<file path="config.mk">
export PLATFORM = sky130hd
export DESIGN_NAME = hashed_key_list_unit_flat
export DESIGN_NICKNAME = d
export VERILOG_FILES = /design/src/rtl/core/hkl_pkg.sv /design/src/rtl/core/hkl_in_if.sv /design/src/rtl/core/hkl_out_if.sv /design/src/rtl/core/hkl_cfg_if.sv /design/src/rtl/core/hkl_modmul.sv /design/src/rtl/core/hkl_key_mem.sv /design/src/rtl/core/hashed_key_list_unit.sv /design/src/flat_wrapper.sv
export SDC_FILE = /design/constraint.sdc
export NUM_CORES = 2
export LEC_CHECK = 0
export BUFFER_PORTS_ARGS = -buffer_cell sky130_fd_sc_hd__clkbuf_2
export CELL_PAD_IN_SITES_DETAIL_PLACEMENT = 1
export CELL_PAD_IN_SITES_GLOBAL_PLACEMENT = 2
export CORE_MARGIN = 2
export CORE_UTILIZATION = 35
export CTS_CLUSTER_SIZE = 10
export DETAILED_ROUTE_END_ITERATION = 7
export GPL_ROUTABILITY_DRIVEN = 0
export PLACE_DENSITY_LB_ADDON = 0.12
export SYNTH_ARGS = -nofsm -noshare
export SYNTH_HDL_FRONTEND = slang
export SYNTH_SLANG_ARGS = --single-unit
</file>
<file path="constraint.sdc">
create_clock -name clk -period 6.4 [get_ports clk]
set_clock_uncertainty 0.1 [all_clocks]
set_input_delay 0.32 -clock clk [delete_from_list [all_inputs] [get_ports clk]]
set_output_delay 0.32 -clock clk [all_outputs]
set_load 0.005 [all_outputs]
</file>
<file path="src/rtl/core/hkl_pkg.sv">
// ----------------------------------------------------------------------------
// hkl_pkg: shared definitions of the hashed key list unit
// Field widths, operation and status codes, register indexes, reset values
// and the request and response types of the modular arithmetic unit.
// ----------------------------------------------------------------------------
package hkl_pkg;

    localparam int HASH_W      = 23;
    localparam int KEY_W       = 16;
    localparam int FUNC_W      = 2;
    localparam int STATUS_W    = 3;
    localparam int COUNT_OUT_W = 7;
    localparam int CFG_IDX_W   = 2;
    localparam int STEP_CNT_W  = $clog2(HASH_W);

    localparam int DEPTH_DEFAULT = 64;

    localparam logic [HASH_W-1:0] BASE_RESET    = HASH_W'(101);
    localparam logic [HASH_W-1:0] MODULUS_RESET = HASH_W'(6562307);

    // Operation codes.
    localparam logic [FUNC_W-1:0] FUNC_INSERT  = 2'd0;
    localparam logic [FUNC_W-1:0] FUNC_SEARCH  = 2'd1;
    localparam logic [FUNC_W-1:0] FUNC_DELETE  = 2'd2;
    localparam logic [FUNC_W-1:0] FUNC_COMPARE = 2'd3;

    // Status codes.
    localparam logic [STATUS_W-1:0] ST_INSERTED  = 3'd0;
    localparam logic [STATUS_W-1:0] ST_FOUND     = 3'd1;
    localparam logic [STATUS_W-1:0] ST_NOT_FOUND = 3'd2;
    localparam logic [STATUS_W-1:0] ST_DELETED   = 3'd3;
    localparam logic [STATUS_W-1:0] ST_FULL      = 3'd4;
    localparam logic [STATUS_W-1:0] ST_COMPARED  = 3'd5;

    // Configuration register indexes.
    localparam logic [CFG_IDX_W-1:0] REG_BASE    = 2'd0;
    localparam logic [CFG_IDX_W-1:0] REG_MODULUS = 2'd1;

    // One pass of the modular unit computes (mult * a + c) mod modulus.
    // Both a and c must already be below the modulus.
    typedef struct packed {
        logic              start;
        logic [HASH_W-1:0] mult;
        logic [HASH_W-1:0] a;
        logic [HASH_W-1:0] c;
    } mm_req_t;

    typedef struct packed {
        logic              done;
        logic [HASH_W-1:0] result;
    } mm_rsp_t;

endpackage

</file>
<file path="src/rtl/core/hkl_in_if.sv">
// ----------------------------------------------------------------------------
// hkl_in_if: operation request channel
// Valid and ready handshake carrying one list operation.
// ----------------------------------------------------------------------------
interface hkl_in_if;
    logic                          valid;
    logic                          ready;
    logic [hkl_pkg::FUNC_W-1:0]    func;
    logic [hkl_pkg::KEY_W-1:0]     key_value;
    logic [hkl_pkg::HASH_W-1:0]    other_hash;

    modport source (output valid, output func, output key_value, output other_hash,
                    input ready);
    modport sink   (input valid, input func, input key_value, input other_hash,
                    output ready);
endinterface

</file>
<file path="src/rtl/core/hkl_out_if.sv">
// ----------------------------------------------------------------------------
// hkl_out_if: result channel
// Valid and ready handshake carrying the outcome of one operation.
// ----------------------------------------------------------------------------
interface hkl_out_if;
    logic                            valid;
    logic                            ready;
    logic [hkl_pkg::STATUS_W-1:0]    status;
    logic                            hashes_equal;
    logic [hkl_pkg::HASH_W-1:0]      hash_now;
    logic [hkl_pkg::COUNT_OUT_W-1:0] key_count;

    modport source (output valid, output status, output hashes_equal, output hash_now,
                    output key_count, input ready);
    modport sink   (input valid, input status, input hashes_equal, input hash_now,
                    input key_count, output ready);
endinterface

</file>
<file path="src/rtl/core/hkl_cfg_if.sv">
// ----------------------------------------------------------------------------
// hkl_cfg_if: configuration write channel
// Valid and ready handshake carrying a register index and write data.
// ----------------------------------------------------------------------------
interface hkl_cfg_if;
    logic                          valid;
    logic                          ready;
    logic [hkl_pkg::CFG_IDX_W-1:0] index;
    logic [hkl_pkg::HASH_W-1:0]    data;

    modport source (output valid, output index, output data, input ready);
    modport sink   (input valid, input index, input data, output ready);
endinterface

</file>
<file path="src/rtl/core/hkl_modmul.sv">
// ----------------------------------------------------------------------------
// hkl_modmul: bit-serial modular multiply-add
// Computes (mult * a + c) mod m one multiplier bit per cycle, MSB first,
// followed by a final step that adds c. A modulus below two yields zero.
// ----------------------------------------------------------------------------
module hkl_modmul
(
    input  logic                     clk,
    input  logic                     rst_n,
    input  logic [hkl_pkg::HASH_W-1:0] modulus,
    input  hkl_pkg::mm_req_t         req,
    output hkl_pkg::mm_rsp_t         rsp
);

    localparam int W = hkl_pkg::HASH_W;

    typedef enum logic [1:0] {
        U_IDLE,
        U_STEP,
        U_FIN
    } ustate_t;

    ustate_t                          state_reg, state_next;
    logic [W-1:0]                     acc_reg, acc_next;
    logic [W-1:0]                     mult_reg, mult_next;
    logic [W-1:0]                     a_reg, a_next;
    logic [W-1:0]                     c_reg, c_next;
    logic [hkl_pkg::STEP_CNT_W-1:0]   cnt_reg, cnt_next;
    logic                             done_reg, done_next;
    logic [W-1:0]                     result_reg, result_next;

    logic [W:0] mod_ext;
    logic [W:0] dbl;
    logic [W:0] dbl_red;
    logic [W:0] add_sum;
    logic [W:0] add_red;
    logic [W:0] fin_sum;
    logic [W:0] fin_red;
    logic       mod_small;

    assign mod_ext   = {1'b0, modulus};
    assign mod_small = (modulus[W-1:1] == '0);

    // Doubling step, then the conditional add of a; each stays below the modulus.
    assign dbl     = {acc_reg, 1'b0};
    assign dbl_red = (dbl >= mod_ext) ? (dbl - mod_ext) : dbl;
    assign add_sum = {1'b0, dbl_red[W-1:0]} + {1'b0, a_reg};
    assign add_red = (add_sum >= mod_ext) ? (add_sum - mod_ext) : add_sum;
    assign fin_sum = {1'b0, acc_reg} + {1'b0, c_reg};
    assign fin_red = (fin_sum >= mod_ext) ? (fin_sum - mod_ext) : fin_sum;

    always_comb
    begin
        state_next  = state_reg;
        acc_next    = acc_reg;
        mult_next   = mult_reg;
        a_next      = a_reg;
        c_next      = c_reg;
        cnt_next    = cnt_reg;
        done_next   = 1'b0;
        result_next = result_reg;
        case (state_reg)
            U_IDLE:
            begin
                if (req.start)
                begin
                    acc_next   = '0;
                    mult_next  = req.mult;
                    a_next     = req.a;
                    c_next     = req.c;
                    cnt_next   = hkl_pkg::STEP_CNT_W'(W - 1);
                    state_next = U_STEP;
                end
            end
            U_STEP:
            begin
                acc_next  = mult_reg[W-1] ? add_red[W-1:0] : dbl_red[W-1:0];
                mult_next = {mult_reg[W-2:0], 1'b0};
                cnt_next  = cnt_reg - 1'b1;
                if (cnt_reg == '0)
                begin
                    state_next = U_FIN;
                end
            end
            U_FIN:
            begin
                result_next = mod_small ? '0 : fin_red[W-1:0];
                done_next   = 1'b1;
                state_next  = U_IDLE;
            end
            default:
            begin
                state_next = U_IDLE;
            end
        endcase
    end

    always_ff @(posedge clk or negedge rst_n)
    begin
        if (!rst_n)
        begin
            state_reg  <= U_IDLE;
            done_reg   <= 1'b0;
            cnt_reg    <= '0;
            acc_reg    <= '0;
            mult_reg   <= '0;
            a_reg      <= '0;
            c_reg      <= '0;
            result_reg <= '0;
        end
        else
        begin
            state_reg  <= state_next;
            done_reg   <= done_next;
            cnt_reg    <= cnt_next;
            acc_reg    <= acc_next;
            mult_reg   <= mult_next;
            a_reg      <= a_next;
            c_reg      <= c_next;
            result_reg <= result_next;
        end
    end

    assign rsp.done   = done_reg;
    assign rsp.result = result_reg;

endmodule

</file>
<file path="src/rtl/core/hkl_key_mem.sv">
// ----------------------------------------------------------------------------
// hkl_key_mem: key storage
// One write port and one read port with registered read data.
// ----------------------------------------------------------------------------
module hkl_key_mem
#(
    parameter int DEPTH = hkl_pkg::DEPTH_DEFAULT
)
(
    input  logic                          clk,
    input  logic                          wr_en,
    input  logic [$clog2(DEPTH)-1:0]      wr_addr,
    input  logic [hkl_pkg::KEY_W-1:0]     wr_data,
    input  logic                          rd_en,
    input  logic [$clog2(DEPTH)-1:0]      rd_addr,
    output logic [hkl_pkg::KEY_W-1:0]     rd_data
);

    logic [hkl_pkg::KEY_W-1:0] mem [DEPTH];
    logic [hkl_pkg::KEY_W-1:0] rd_data_reg;

    always_ff @(posedge clk)
    begin
        if (wr_en)
        begin
            mem[wr_addr] <= wr_data;
        end
        if (rd_en)
        begin
            rd_data_reg <= mem[rd_addr];
        end
    end

    assign rd_data = rd_data_reg;

endmodule

</file>
<file path="src/rtl/core/hashed_key_list_unit.sv">
// ----------------------------------------------------------------------------
// hashed_key_list_unit: ordered key list with a polynomial rolling hash
// Keeps up to DEPTH keys and the hash sum(key[j] * base^j) mod modulus.
// ----------------------------------------------------------------------------
// Usage. A request on in_ch carries an operation (insert, search, delete or
// compare hash), a key and another hash. Exactly one result leaves on out_ch
// for each request: a status, the compare flag, the hash and the key count
// after the operation. cfg_ch writes the hash base (index 0) and modulus
// (index 1); it is always ready and must only be used while the unit is idle.
// One request is worked on at a time; in_ch is ready only when the sequencer
// is idle. All modular arithmetic runs through one bit-serial multiply-add
// unit. Compare and an insert into a full list go straight to the output
// state. Insert takes five passes. Search reads the stored keys one at a
// time, oldest first. Delete scans from the newest key, shifts the newer
// keys down and recomputes the hash with two passes per remaining key.
// The result sits in an output register; a stalled receiver holds it there
// while the next request is already accepted, and a new result waits until
// that register is free. Reset empties the list, clears the hash, sets the
// next power to one and restores the register defaults; stored keys are
// not cleared because only entries below the count are ever read.
// ----------------------------------------------------------------------------
module hashed_key_list_unit
#(
    parameter int DEPTH = hkl_pkg::DEPTH_DEFAULT
)
(
    input  logic          clk,
    input  logic          rst_n,
    hkl_in_if.sink        in_ch,
    hkl_out_if.source     out_ch,
    hkl_cfg_if.sink       cfg_ch
);

    localparam int W      = hkl_pkg::HASH_W;
    localparam int CNT_W  = $clog2(DEPTH + 1);
    localparam int ADDR_W = $clog2(DEPTH);
    localparam int OCW    = hkl_pkg::COUNT_OUT_W;

    typedef enum logic [4:0] {
        S_IDLE,
        S_INS_KEY,
        S_INS_HASH,
        S_INS_SUM,
        S_INS_BASE,
        S_INS_POW,
        S_SRCH_RD,
        S_SRCH_CMP,
        S_DEL_RD,
        S_DEL_CMP,
        S_SH_RD,
        S_SH_WR,
        S_RC_RD,
        S_RC_HASH,
        S_RC_POW,
        S_OUT
    } state_t;

    // Sequencer and list state.
    state_t                         state_reg, state_next;
    logic [W-1:0]                   base_reg, base_next;
    logic [W-1:0]                   mod_reg, mod_next;
    logic [CNT_W-1:0]               count_reg, count_next;
    logic [W-1:0]                   hash_reg, hash_next;
    logic [W-1:0]                   pow_reg, pow_next;
    logic [W-1:0]                   tmp_reg, tmp_next;
    logic [W-1:0]                   tmp2_reg, tmp2_next;
    logic [CNT_W-1:0]               idx_reg, idx_next;
    logic [hkl_pkg::KEY_W-1:0]      key_reg, key_next;
    logic [hkl_pkg::STATUS_W-1:0]   status_reg, status_next;
    logic                           equal_reg, equal_next;
    logic                           issued_reg, issued_next;

    // Output register.
    logic                           out_valid_reg, out_valid_next;
    logic [hkl_pkg::STATUS_W-1:0]   out_status_reg, out_status_next;
    logic                           out_equal_reg, out_equal_next;
    logic [W-1:0]                   out_hash_reg, out_hash_next;
    logic [OCW-1:0]                 out_count_reg, out_count_next;

    // Shared arithmetic unit and key memory ports.
    hkl_pkg::mm_req_t               mm_req;
    hkl_pkg::mm_rsp_t               mm_rsp;
    logic                           mm_fire;
    logic                           mem_wr_en;
    logic [ADDR_W-1:0]              mem_wr_addr;
    logic [hkl_pkg::KEY_W-1:0]      mem_wr_data;
    logic                           mem_rd_en;
    logic [ADDR_W-1:0]              mem_rd_addr;
    logic [hkl_pkg::KEY_W-1:0]      mem_rd_data;

    logic [CNT_W-1:0]               idx_plus1;
    logic [CNT_W-1:0]               idx_minus1;
    logic [CNT_W+OCW-1:0]           count_wide;
    logic                           list_full;
    logic                           mod_small;
    logic                           in_fire;

    assign idx_plus1  = idx_reg + 1'b1;
    assign idx_minus1 = idx_reg - 1'b1;
    assign count_wide = {{OCW{1'b0}}, count_next};
    assign list_full  = (count_reg == CNT_W'(DEPTH));
    assign mod_small  = (mod_reg[W-1:1] == '0);
    assign in_fire    = in_ch.valid && (state_reg == S_IDLE);

    // A pass completes when the unit answers the start that this state issued.
    assign mm_fire = issued_reg && mm_rsp.done;

    hkl_modmul u_modmul
    (
        .clk     (clk),
        .rst_n   (rst_n),
        .modulus (mod_reg),
        .req     (mm_req),
        .rsp     (mm_rsp)
    );

    hkl_key_mem
    #(
        .DEPTH (DEPTH)
    )
    u_key_mem
    (
        .clk     (clk),
        .wr_en   (mem_wr_en),
        .wr_addr (mem_wr_addr),
        .wr_data (mem_wr_data),
        .rd_en   (mem_rd_en),
        .rd_addr (mem_rd_addr),
        .rd_data (mem_rd_data)
    );

    // Operand selection for the shared multiply-add unit. Every pass keeps the
    // a and c operands below the modulus: raw values that may exceed it are
    // first reduced by a pass with a equal to one.
    always_comb
    begin
        mm_req.mult = '0;
        mm_req.a    = W'(1);
        mm_req.c    = '0;
        case (state_reg)
            S_INS_KEY:
            begin
                mm_req.mult = W'(key_reg);
            end
            S_INS_HASH:
            begin
                mm_req.mult = hash_reg;
            end
            S_INS_SUM:
            begin
                mm_req.mult = pow_reg;
                mm_req.a    = tmp_reg;
                mm_req.c    = tmp2_reg;
            end
            S_INS_BASE:
            begin
                mm_req.mult = base_reg;
            end
            S_INS_POW:
            begin
                mm_req.mult = pow_reg;
                mm_req.a    = tmp_reg;
            end
            S_RC_HASH:
            begin
                mm_req.mult = W'(mem_rd_data);
                mm_req.a    = pow_reg;
                mm_req.c    = hash_reg;
            end
            S_RC_POW:
            begin
                mm_req.mult = base_reg;
                mm_req.a    = pow_reg;
            end
            default:
            begin
                mm_req.mult = '0;
            end
        endcase
        mm_req.start = !issued_reg &&
                       (state_reg == S_INS_KEY || state_reg == S_INS_HASH ||
                        state_reg == S_INS_SUM || state_reg == S_INS_BASE ||
                        state_reg == S_INS_POW || state_reg == S_RC_HASH ||
                        state_reg == S_RC_POW);
    end

    // Key memory addressing. Inserts write at the current count; the gap left
    // by a delete is closed by copying each newer key one place down.
    always_comb
    begin
        mem_wr_en   = 1'b0;
        mem_wr_addr = idx_reg[ADDR_W-1:0];
        mem_wr_data = mem_rd_data;
        mem_rd_en   = 1'b0;
        mem_rd_addr = idx_reg[ADDR_W-1:0];
        case (state_reg)
            S_IDLE:
            begin
                if (in_fire && in_ch.func == hkl_pkg::FUNC_INSERT && !list_full)
                begin
                    mem_wr_en   = 1'b1;
                    mem_wr_addr = count_reg[ADDR_W-1:0];
                    mem_wr_data = in_ch.key_value;
                end
            end
            S_SRCH_RD:
            begin
                mem_rd_en = (idx_reg != count_reg);
            end
            S_DEL_RD:
            begin
                mem_rd_en   = (idx_reg != '0);
                mem_rd_addr = idx_minus1[ADDR_W-1:0];
            end
            S_SH_RD:
            begin
                mem_rd_en   = (idx_plus1 < count_reg);
                mem_rd_addr = idx_plus1[ADDR_W-1:0];
            end
            S_SH_WR:
            begin
                mem_wr_en = 1'b1;
            end
            S_RC_RD:
            begin
                mem_rd_en = (idx_reg != count_reg);
            end
            default:
            begin
                mem_rd_en = 1'b0;
            end
        endcase
    end

    // Main sequencer.
    always_comb
    begin
        state_next      = state_reg;
        base_next       = base_reg;
        mod_next        = mod_reg;
        count_next      = count_reg;
        hash_next       = hash_reg;
        pow_next        = pow_reg;
        tmp_next        = tmp_reg;
        tmp2_next       = tmp2_reg;
        idx_next        = idx_reg;
        key_next        = key_reg;
        status_next     = status_reg;
        equal_next      = equal_reg;
        issued_next     = issued_reg;
        out_valid_next  = out_valid_reg;
        out_status_next = out_status_reg;
        out_equal_next  = out_equal_reg;
        out_hash_next   = out_hash_reg;
        out_count_next  = out_count_reg;

        if (cfg_ch.valid)
        begin
            case (cfg_ch.index)
                hkl_pkg::REG_BASE:    base_next = cfg_ch.data;
                hkl_pkg::REG_MODULUS: mod_next  = cfg_ch.data;
                default:              base_next = base_reg;
            endcase
        end

        if (out_valid_reg && out_ch.ready)
        begin
            out_valid_next = 1'b0;
        end

        if (mm_req.start)
        begin
            issued_next = 1'b1;
        end
        if (mm_fire)
        begin
            issued_next = 1'b0;
        end

        case (state_reg)
            S_IDLE:
            begin
                if (in_fire)
                begin
                    key_next   = in_ch.key_value;
                    equal_next = 1'b0;
                    case (in_ch.func)
                        hkl_pkg::FUNC_INSERT:
                        begin
                            if (list_full)
                            begin
                                status_next = hkl_pkg::ST_FULL;
                                state_next  = S_OUT;
                            end
                            else
                            begin
                                state_next = S_INS_KEY;
                            end
                        end
                        hkl_pkg::FUNC_SEARCH:
                        begin
                            idx_next   = '0;
                            state_next = S_SRCH_RD;
                        end
                        hkl_pkg::FUNC_DELETE:
                        begin
                            idx_next   = count_reg;
                            state_next = S_DEL_RD;
                        end
                        default:
                        begin
                            status_next = hkl_pkg::ST_COMPARED;
                            equal_next  = (hash_reg == in_ch.other_hash);
                            state_next  = S_OUT;
                        end
                    endcase
                end
            end

            // Insert: reduce the key and the stored hash, form the new hash,
            // then reduce the base and advance the next power.
            S_INS_KEY:
            begin
                if (mm_fire)
                begin
                    tmp_next   = mm_rsp.result;
                    state_next = S_INS_HASH;
                end
            end
            S_INS_HASH:
            begin
                if (mm_fire)
                begin
                    tmp2_next  = mm_rsp.result;
                    state_next = S_INS_SUM;
                end
            end
            S_INS_SUM:
            begin
                if (mm_fire)
                begin
                    hash_next  = mm_rsp.result;
                    state_next = S_INS_BASE;
                end
            end
            S_INS_BASE:
            begin
                if (mm_fire)
                begin
                    tmp_next   = mm_rsp.result;
                    state_next = S_INS_POW;
                end
            end
            S_INS_POW:
            begin
                if (mm_fire)
                begin
                    pow_next    = mm_rsp.result;
                    count_next  = count_reg + 1'b1;
                    status_next = hkl_pkg::ST_INSERTED;
                    state_next  = S_OUT;
                end
            end

            // Search walks the list from the oldest key.
            S_SRCH_RD:
            begin
                if (idx_reg == count_reg)
                begin
                    status_next = hkl_pkg::ST_NOT_FOUND;
                    state_next  = S_OUT;
                end
                else
                begin
                    state_next = S_SRCH_CMP;
                end
            end
            S_SRCH_CMP:
            begin
                if (mem_rd_data == key_reg)
                begin
                    status_next = hkl_pkg::ST_FOUND;
                    state_next  = S_OUT;
                end
                else
                begin
                    idx_next   = idx_plus1;
                    state_next = S_SRCH_RD;
                end
            end

            // Delete looks for the newest equal key first.
            S_DEL_RD:
            begin
                if (idx_reg == '0)
                begin
                    status_next = hkl_pkg::ST_NOT_FOUND;
                    state_next  = S_OUT;
                end
                else
                begin
                    idx_next   = idx_minus1;
                    state_next = S_DEL_CMP;
                end
            end
            S_DEL_CMP:
            begin
                if (mem_rd_data == key_reg)
                begin
                    state_next = S_SH_RD;
                end
                else
                begin
                    state_next = S_DEL_RD;
                end
            end
            S_SH_RD:
            begin
                if (idx_plus1 < count_reg)
                begin
                    state_next = S_SH_WR;
                end
                else
                begin
                    // Gap closed: drop one key and rebuild the hash from the
                    // oldest key with the current base and modulus.
                    count_next = count_reg - 1'b1;
                    idx_next   = '0;
                    hash_next  = '0;
                    pow_next   = mod_small ? '0 : W'(1);
                    state_next = S_RC_RD;
                end
            end
            S_SH_WR:
            begin
                idx_next   = idx_plus1;
                state_next = S_SH_RD;
            end
            S_RC_RD:
            begin
                if (idx_reg == count_reg)
                begin
                    status_next = hkl_pkg::ST_DELETED;
                    state_next  = S_OUT;
                end
                else
                begin
                    state_next = S_RC_HASH;
                end
            end
            S_RC_HASH:
            begin
                if (mm_fire)
                begin
                    hash_next  = mm_rsp.result;
                    state_next = S_RC_POW;
                end
            end
            S_RC_POW:
            begin
                if (mm_fire)
                begin
                    pow_next   = mm_rsp.result;
                    idx_next   = idx_plus1;
                    state_next = S_RC_RD;
                end
            end

            // Hand the result over once the output register is free.
            S_OUT:
            begin
                if (!out_valid_reg || out_ch.ready)
                begin
                    out_valid_next  = 1'b1;
                    out_status_next = status_reg;
                    out_equal_next  = equal_reg;
                    out_hash_next   = hash_reg;
                    out_count_next  = count_wide[OCW-1:0];
                    state_next      = S_IDLE;
                end
            end
            default:
            begin
                state_next = S_IDLE;
            end
        endcase
    end

    always_ff @(posedge clk or negedge rst_n)
    begin
        if (!rst_n)
        begin
            state_reg      <= S_IDLE;
            base_reg       <= hkl_pkg::BASE_RESET;
            mod_reg        <= hkl_pkg::MODULUS_RESET;
            count_reg      <= '0;
            hash_reg       <= '0;
            pow_reg        <= W'(1);
            tmp_reg        <= '0;
            tmp2_reg       <= '0;
            idx_reg        <= '0;
            key_reg        <= '0;
            status_reg     <= hkl_pkg::ST_INSERTED;
            equal_reg      <= 1'b0;
            issued_reg     <= 1'b0;
            out_valid_reg  <= 1'b0;
            out_status_reg <= hkl_pkg::ST_INSERTED;
            out_equal_reg  <= 1'b0;
            out_hash_reg   <= '0;
            out_count_reg  <= '0;
        end
        else
        begin
            state_reg      <= state_next;
            base_reg       <= base_next;
            mod_reg        <= mod_next;
            count_reg      <= count_next;
            hash_reg       <= hash_next;
            pow_reg        <= pow_next;
            tmp_reg        <= tmp_next;
            tmp2_reg       <= tmp2_next;
            idx_reg        <= idx_next;
            key_reg        <= key_next;
            status_reg     <= status_next;
            equal_reg      <= equal_next;
            issued_reg     <= issued_next;
            out_valid_reg  <= out_valid_next;
            out_status_reg <= out_status_next;
            out_equal_reg  <= out_equal_next;
            out_hash_reg   <= out_hash_next;
            out_count_reg  <= out_count_next;
        end
    end

    assign in_ch.ready         = (state_reg == S_IDLE);
    assign cfg_ch.ready        = 1'b1;
    assign out_ch.valid        = out_valid_reg;
    assign out_ch.status       = out_status_reg;
    assign out_ch.hashes_equal = out_equal_reg;
    assign out_ch.hash_now     = out_hash_reg;
    assign out_ch.key_count    = out_count_reg;

endmodule

</file>
<file path="src/flat_wrapper.sv">
// flat-port wrapper written by rule: the top's interface ports become plain ports
module hashed_key_list_unit_flat 
#(
    parameter int DEPTH = hkl_pkg::DEPTH_DEFAULT
)
  (clk, rst_n, in_ch_valid, in_ch_func, in_ch_key_value, in_ch_other_hash, in_ch_ready, out_ch_valid, out_ch_status, out_ch_hashes_equal, out_ch_hash_now, out_ch_key_count, out_ch_ready, cfg_ch_valid, cfg_ch_index, cfg_ch_data, cfg_ch_ready);
  hkl_in_if in_ch_i ();
  hkl_out_if out_ch_i ();
  hkl_cfg_if cfg_ch_i ();
  input  logic clk;
  input  logic rst_n;
  input wire logic [$bits(in_ch_i.valid)-1:0] in_ch_valid;
  input wire logic [$bits(in_ch_i.func)-1:0] in_ch_func;
  input wire logic [$bits(in_ch_i.key_value)-1:0] in_ch_key_value;
  input wire logic [$bits(in_ch_i.other_hash)-1:0] in_ch_other_hash;
  output wire logic [$bits(in_ch_i.ready)-1:0] in_ch_ready;
  output wire logic [$bits(out_ch_i.valid)-1:0] out_ch_valid;
  output wire logic [$bits(out_ch_i.status)-1:0] out_ch_status;
  output wire logic [$bits(out_ch_i.hashes_equal)-1:0] out_ch_hashes_equal;
  output wire logic [$bits(out_ch_i.hash_now)-1:0] out_ch_hash_now;
  output wire logic [$bits(out_ch_i.key_count)-1:0] out_ch_key_count;
  input wire logic [$bits(out_ch_i.ready)-1:0] out_ch_ready;
  input wire logic [$bits(cfg_ch_i.valid)-1:0] cfg_ch_valid;
  input wire logic [$bits(cfg_ch_i.index)-1:0] cfg_ch_index;
  input wire logic [$bits(cfg_ch_i.data)-1:0] cfg_ch_data;
  output wire logic [$bits(cfg_ch_i.ready)-1:0] cfg_ch_ready;
  assign in_ch_i.valid = in_ch_valid;
  assign in_ch_i.func = in_ch_func;
  assign in_ch_i.key_value = in_ch_key_value;
  assign in_ch_i.other_hash = in_ch_other_hash;
  assign in_ch_ready = in_ch_i.ready;
  assign out_ch_valid = out_ch_i.valid;
  assign out_ch_status = out_ch_i.status;
  assign out_ch_hashes_equal = out_ch_i.hashes_equal;
  assign out_ch_hash_now = out_ch_i.hash_now;
  assign out_ch_key_count = out_ch_i.key_count;
  assign out_ch_i.ready = out_ch_ready;
  assign cfg_ch_i.valid = cfg_ch_valid;
  assign cfg_ch_i.index = cfg_ch_index;
  assign cfg_ch_i.data = cfg_ch_data;
  assign cfg_ch_ready = cfg_ch_i.ready;
  hashed_key_list_unit #(.DEPTH(DEPTH)) u_core (.clk(clk), .rst_n(rst_n), .in_ch(in_ch_i), .out_ch(out_ch_i), .cfg_ch(cfg_ch_i));
endmodule
</file>
---- Yosys cells after proc, flatten, opt, wreduce, memory -nomap -nowiden ----
Memory sizes are Yosys's and may differ from the RTL's. A register that Yosys moved wholly into a read port is not among the register bits.
Index checks and enable logic that the tools add are counted.
word-level totals
  register bits ........................... 336
  bits in writable memories ............... 1,024
  input bits .............................. 71
  output and inout bits ................... 37
  logic and storage cells ................. 219
  memories ................................ 1
operators by class
  add/sub/neg operators ................... 10
  magnitude comparators ................... 4
  eq/ne operators ......................... 48
  multiplexer cells ....................... 77
  reduce and logical (&&, ||, !) cells .... 53
memory list
  name                  depth  width  read ports  clocked after Yosys merged registers in  write ports  RTL line           text
  u_core.u_key_mem.mem  64     16     1           1                                        1            hkl_key_mem.sv:19  logic [hkl_pkg::KEY_W-1:0] mem [DEPTH];
operators with widths
  cell                 count
  $pmux 23 s2          6
  $mux 23              10
  $pmux 23 s5          1
  $pmux 5 s16          1
  $ge 24x23->1         3
  $sub 23x23->23       3
  $mux 5               10
  $mux 7               7
  $add 23x23->24       2
  $pmux 7 s6           1
  $eq 5x4->1 const B   8
  $mux 16              2
  $ne 2x1->1 const B   16
  $pmux 7 s2           2
  $mux 3               9
  $eq 23x23->1         1
  $logic_not 22->1     1
  $eq 5x3->1 const B   4
  $pmux 3 s6           1
  $reduce_and 2->1     9
  $reduce_and 9->1     2
  $eq 16x16->1         1
  $reduce_or 2->1      8
  $add 7x1->7 const B  2
  36 further kinds     82

---- Depth between registers and ports, before layout ----
  depth after elaboration ................. 10
  gate-level depth with buffers ........... 33
  gate-level depth less buffers ........... 29

---- Modules after synthesis ----
A second synthesis with hierarchy kept.
unflattened totals
  cells, all modules ...................... 4,232
  area, all modules ....................... 62,675.1 sq um
modules (own cells, without submodules)
  module                times used  cells each  area an instance (sq um)
  hkl_key_mem           1           1,828       40,179.8
  hashed_key_list_unit  1           1,048       11,300.8
  hkl_modmul            1           1,356       11,194.5

---- Worst setup path before layout ----
No wires, ideal clock.
  path kind ............................... register to register
  from .................................... reg u_core.mod_reg[1]
  to ...................................... reg u_core.u_modmul.acc_reg[10]
  arrival ................................. 6.588 ns
  required time ........................... 6.174 ns
  path slack .............................. -0.414 ns
  stages on the path, launching flop included .. 31
  buffers on the path ..................... 3
  path through ............................ dfstp_2 > inv_1 > ha_1 > ha_1 > o21a_1 > o21ai_0 > a211oi_1 > o21bai_1 > a21oi_1 > o21ai_1 > buf_2 > mux2_2 > ha_1 > a21oi_1 > o21ai_1 > or3b_2 > o211ai_1 > nand3_1 > a211oi_1 > nor2_1 > ha_1 > clkbuf_1 > and3_1 > nand3_1 > nor4_1 > a211oi_1 > a31oi_1 > or2_1 > buf_4 > mux2_1 > a221o_1
on the way
  word-level cells in the longest chain between the ends .. 7
RTL lines
  element                                         RTL line                     text
  start, declared                                 hashed_key_list_unit.sv:61   logic [W-1:0] mod_reg, mod_next;
  start signal, assigned                          hashed_key_list_unit.sv:495  mod_reg <= hkl_pkg::MODULUS_RESET;
  start signal, assigned                          hashed_key_list_unit.sv:516  mod_reg <= mod_next;
  $sub 23x23->23 or $ge 24x23->1 (tied branches)  hkl_modmul.sv:46             assign dbl_red = (dbl >= mod_ext) ? (dbl - mod_ext) : dbl;
  $mux 23                                         hkl_modmul.sv:46
  $add 23x23->24                                  hkl_modmul.sv:47             assign add_sum = {1'b0, dbl_red[W-1:0]} + {1'b0, a_reg};
  $sub 23x23->23 or $ge 24x23->1 (tied branches)  hkl_modmul.sv:48             assign add_red = (add_sum >= mod_ext) ? (add_sum - mod_ext) : add_sum;
  $mux 23                                         hkl_modmul.sv:48
  $mux 23 *                                       hkl_modmul.sv:77             acc_next = mult_reg[W-1] ? add_red[W-1:0] : dbl_red[W-1:0];
  $pmux 23 s2 *                                   hkl_modmul.sv:62             case (state_reg)
  end signal, assigned                            hkl_modmul.sv:116            acc_reg <= acc_next;
  end, declared                                   hkl_modmul.sv:24             logic [W-1:0] acc_reg, acc_next;
Every way passes the cells marked *; elsewhere a longest branch is shown, timed or not.
A chain may end at the register's enable or synchronous reset.

---- Worst setup path in the final report ----
  from .................................... reg u_core.mod_reg[1]
  to ...................................... reg u_core.u_modmul.acc_reg[19]
The elaborated chain is that of the path after synthesis.

==> qor.txt <==
CP startpoint kind - register
Synth unique cells - 86
Failing checks - negative hold slack, negative setup slack
Crit path kind - register to register
H-tree levels - 4
CTS clk-pin slew, worst paths - 0.05 ns
Fmax - 155 MHz
Max_slew headroom - 20.4%
Worst Tran Pin Value - 1.19 ns
Total grt overflow - 0
CTS tree - done
Register area share after synthesis - 63.1%
CP max stage delay - 0.56 ns
Status - finished, violations left
Syn Inst Count - 4146
Routed len/inst - 28.6 um
Root buf cell - clkbuf_16
Slew Viols, Final - 0
Max stage delay cell, worst path - dfstp_2
Synth top area share - 49.7%
IO Port Bufs - 106
Area contributors post-synth - edfxtp_1 50%, dfrtp_1 13%, mux4_2 9.2%
Async SR Flop Fraction - 24.4%
EDFF count, synth - 1040
Final core area utilization - 42.2%
Die width - 428 um
Worst Path Max Fanout - 7
Critical path's most frequent cell - ha_4
Final period utilization - 101%
DRC violations left - 0
TritonCTS Buffers - 164
Synth area leader - edfxtp_1
Final worst path period need - 6.45 ns
Worst EP required - 6.97 ns
Max-cap viol count - 0
CTS sink count - 1375
Skew-Pair Late Insertion Delay - 0.81 ns
Via-to-Cell Ratio - 5.37
First-pass GRT wire length - 295000 um
Yosys warns - 0
P&R area growth vs syn - 20.0%
Die Area - 183000 um^2
Worst-case clock buffer depth - 3
Antenna Violating Nets Remaining - 0
Drt total wl - 204000 um
Drt first pass iters - 7
HPWL after DPL - 139000 um
FF+latch count, synth - 1375
Largest net degree at the start of global routing - 138
Internal reg-to-reg setup slack - -0.05 ns
Std cell rows - 155
Fillers - 17800
Mean area per synthesized cell - 15.1 um^2
Core area - 178000 um^2
Biggest register - u_core.u_key_mem.mem
DRT iter0 DRCs - 2798
Post-Syn Area - 62800 um^2
Vias in the first global route - 40700
Final setup vio count - 1
CP endpoint kind - register
Via Count - 38300
Overall Global Routing Usage - 22.4%
Synth Net Count - 4355
Max FFs per register - 1024
Effective utilization at floorplan - 35.2%
Antenna violations before repair - 7
I/O pin total - 108
Final worst slack - -0.0488 ns
Final hold viol count - 1
DIE HEIGHT - 428 um
CP Data Arrival Time - 7.02 ns
Fin nets - 4904
RSZ-0062 raised after global routing - true
Worst min path class - primary input to asynchronous set/reset pin
Share of cells above drive strength 1 - 28.4%
Most used DFF post-synth - edfxtp_1
WHS - -0.00143 ns
Setup total negative slack - -0.0488 ns
-- cell type report --
class | count | area, um^2 | area share, %
clock buffers | 211 | 4310 | 5.72
multi-input cells | 2444 | 22800 | 30.3
flip-flops and latches | 1375 | 39600 | 52.6
diodes | 4 | 10.0 | 0.0133
clock inverters | 34 | 578 | 0.767
inverters | 120 | 453 | 0.601
repair buffers | 590 | 4620 | 6.13
well taps | 2355 | 2950 | 3.91
-- critical path: cells and delay by family (launching register included) --
kind / cells / cell delay, ns
AOI/OAI and AO/OA: 16 / 2.45
DFF: 1 / 0.56
and+or+nand+nor: 5 / 1.13
xor gates and xnor gates: 1 / 0.23
adders and majority gates: 5 / 1.15
buffers and inverters: 6 / 0.71
-- cell usage after synthesis, types with 22 or more instances --
cell type	count
inv_1	118
nand3_1	51
a21oi_1	119
nor3_1	36
edfxtp_1	1040
mux2i_1	326
a22oi_1	43
nand4_1	38
o21ai_1	26
xnor2_1	82
ha_1	133
xor2_1	71
o21a_1	32
mux4_2	256
nor4_1	22
o21ai_0	141
a221oi_1	52
buf_2	57
nor2_1	271
clkbuf_1	102
dfrtp_1	323
buf_1	36
mux2_2	176
nand2_1	246
a21o_1	32
-- per-layer routing --
layer,share of wire [%],GRT usage [%],vias up
li1,-,-,17100
met1,43,29.1,20200
met2,50,38.7,703
met3,3.3,2.77,265
met4,3.5,7.55,2
met5,0.0064,0,-
-- stage by stage --
step / hold slack [ns] / setup slack, ns / cells / area, um^2
floorplan: -0.0756 / 0.0136 / 4146 / 62800
global placement: 0.296 / -0.573 / 6797 / 68800
CTS: 0.0122 / -0.178 / 7112 / 74900
detailed placement: 0.289 / -0.607 / 6797 / 68800
global route: 0.0693 / -0.322 / 7129 / 75300
finish: -0.00143 / -0.0488 / 7133 / 75400
-- cell usage in the layout, fill, tap and decap left out, types with 115 or more instances in the layout --
master,netlist,layout
o21ai_0,141,132
mux2i_1,326,322
buf_4,10,405
nor2_1,271,238
mux4_2,256,256
nand2_1,246,244
dfrtp_1,323,323
mux2_2,176,172
ha_1,133,115
clkbuf_16,0,164
edfxtp_1,1040,1040
-- path summary, 6_finish.rpt --
check,startpoint,endpoint,cells past startpoint
worst min-delay path,rst_n,u_core.out_ch.hash_now[5],2
max in group asynchronous,rst_n,u_core.u_modmul.acc_reg[22],3
worst max register to register,u_core.mod_reg[1],u_core.u_modmul.acc_reg[19],33
min in group clk,cfg_ch_index[0],u_core.base_reg[2],4
worst min register to register,u_core.u_modmul.mult_reg[1],u_core.u_modmul.mult_reg[1],2
worst max-delay path,u_core.mod_reg[1],u_core.u_modmul.acc_reg[19],33
-- cells by family (layout without fill, tap and decap cells) --
logic type               count (synthesis)  in the layout  synth area share [%]
multiplexers                           764            764                  17.6
AO/OA/AOI/OAI                          613            613                  6.53
buffers and inverters                  327            955                  2.15
adder cells (fa/ha/maj)                138            138                  2.81
XOR/XNOR                               154            154                  2.16
AND/OR/NAND/NOR                        774            774                  5.58
other                                    1              5               0.00597
flip-flops                            1375           1375                  63.1
-- what timing repair did --
| item | in CTS | in global routing |
|---|---|---|
| endpoints found under the setup margin | 23 | 23 |
| cloned | 0 | 0 |
| pin swaps | 44 | 58 |
| hold buffers | 44 | 0 |
| endpoints found under the hold margin | 151 | 0 |
| setup buffers | 31 | 18 |
| resized for setup | 104 | 67 |
Power is left out: the tool's default activity adds up to more than one toggle a clock period on the data nets, which glitch-free logic cannot reach.
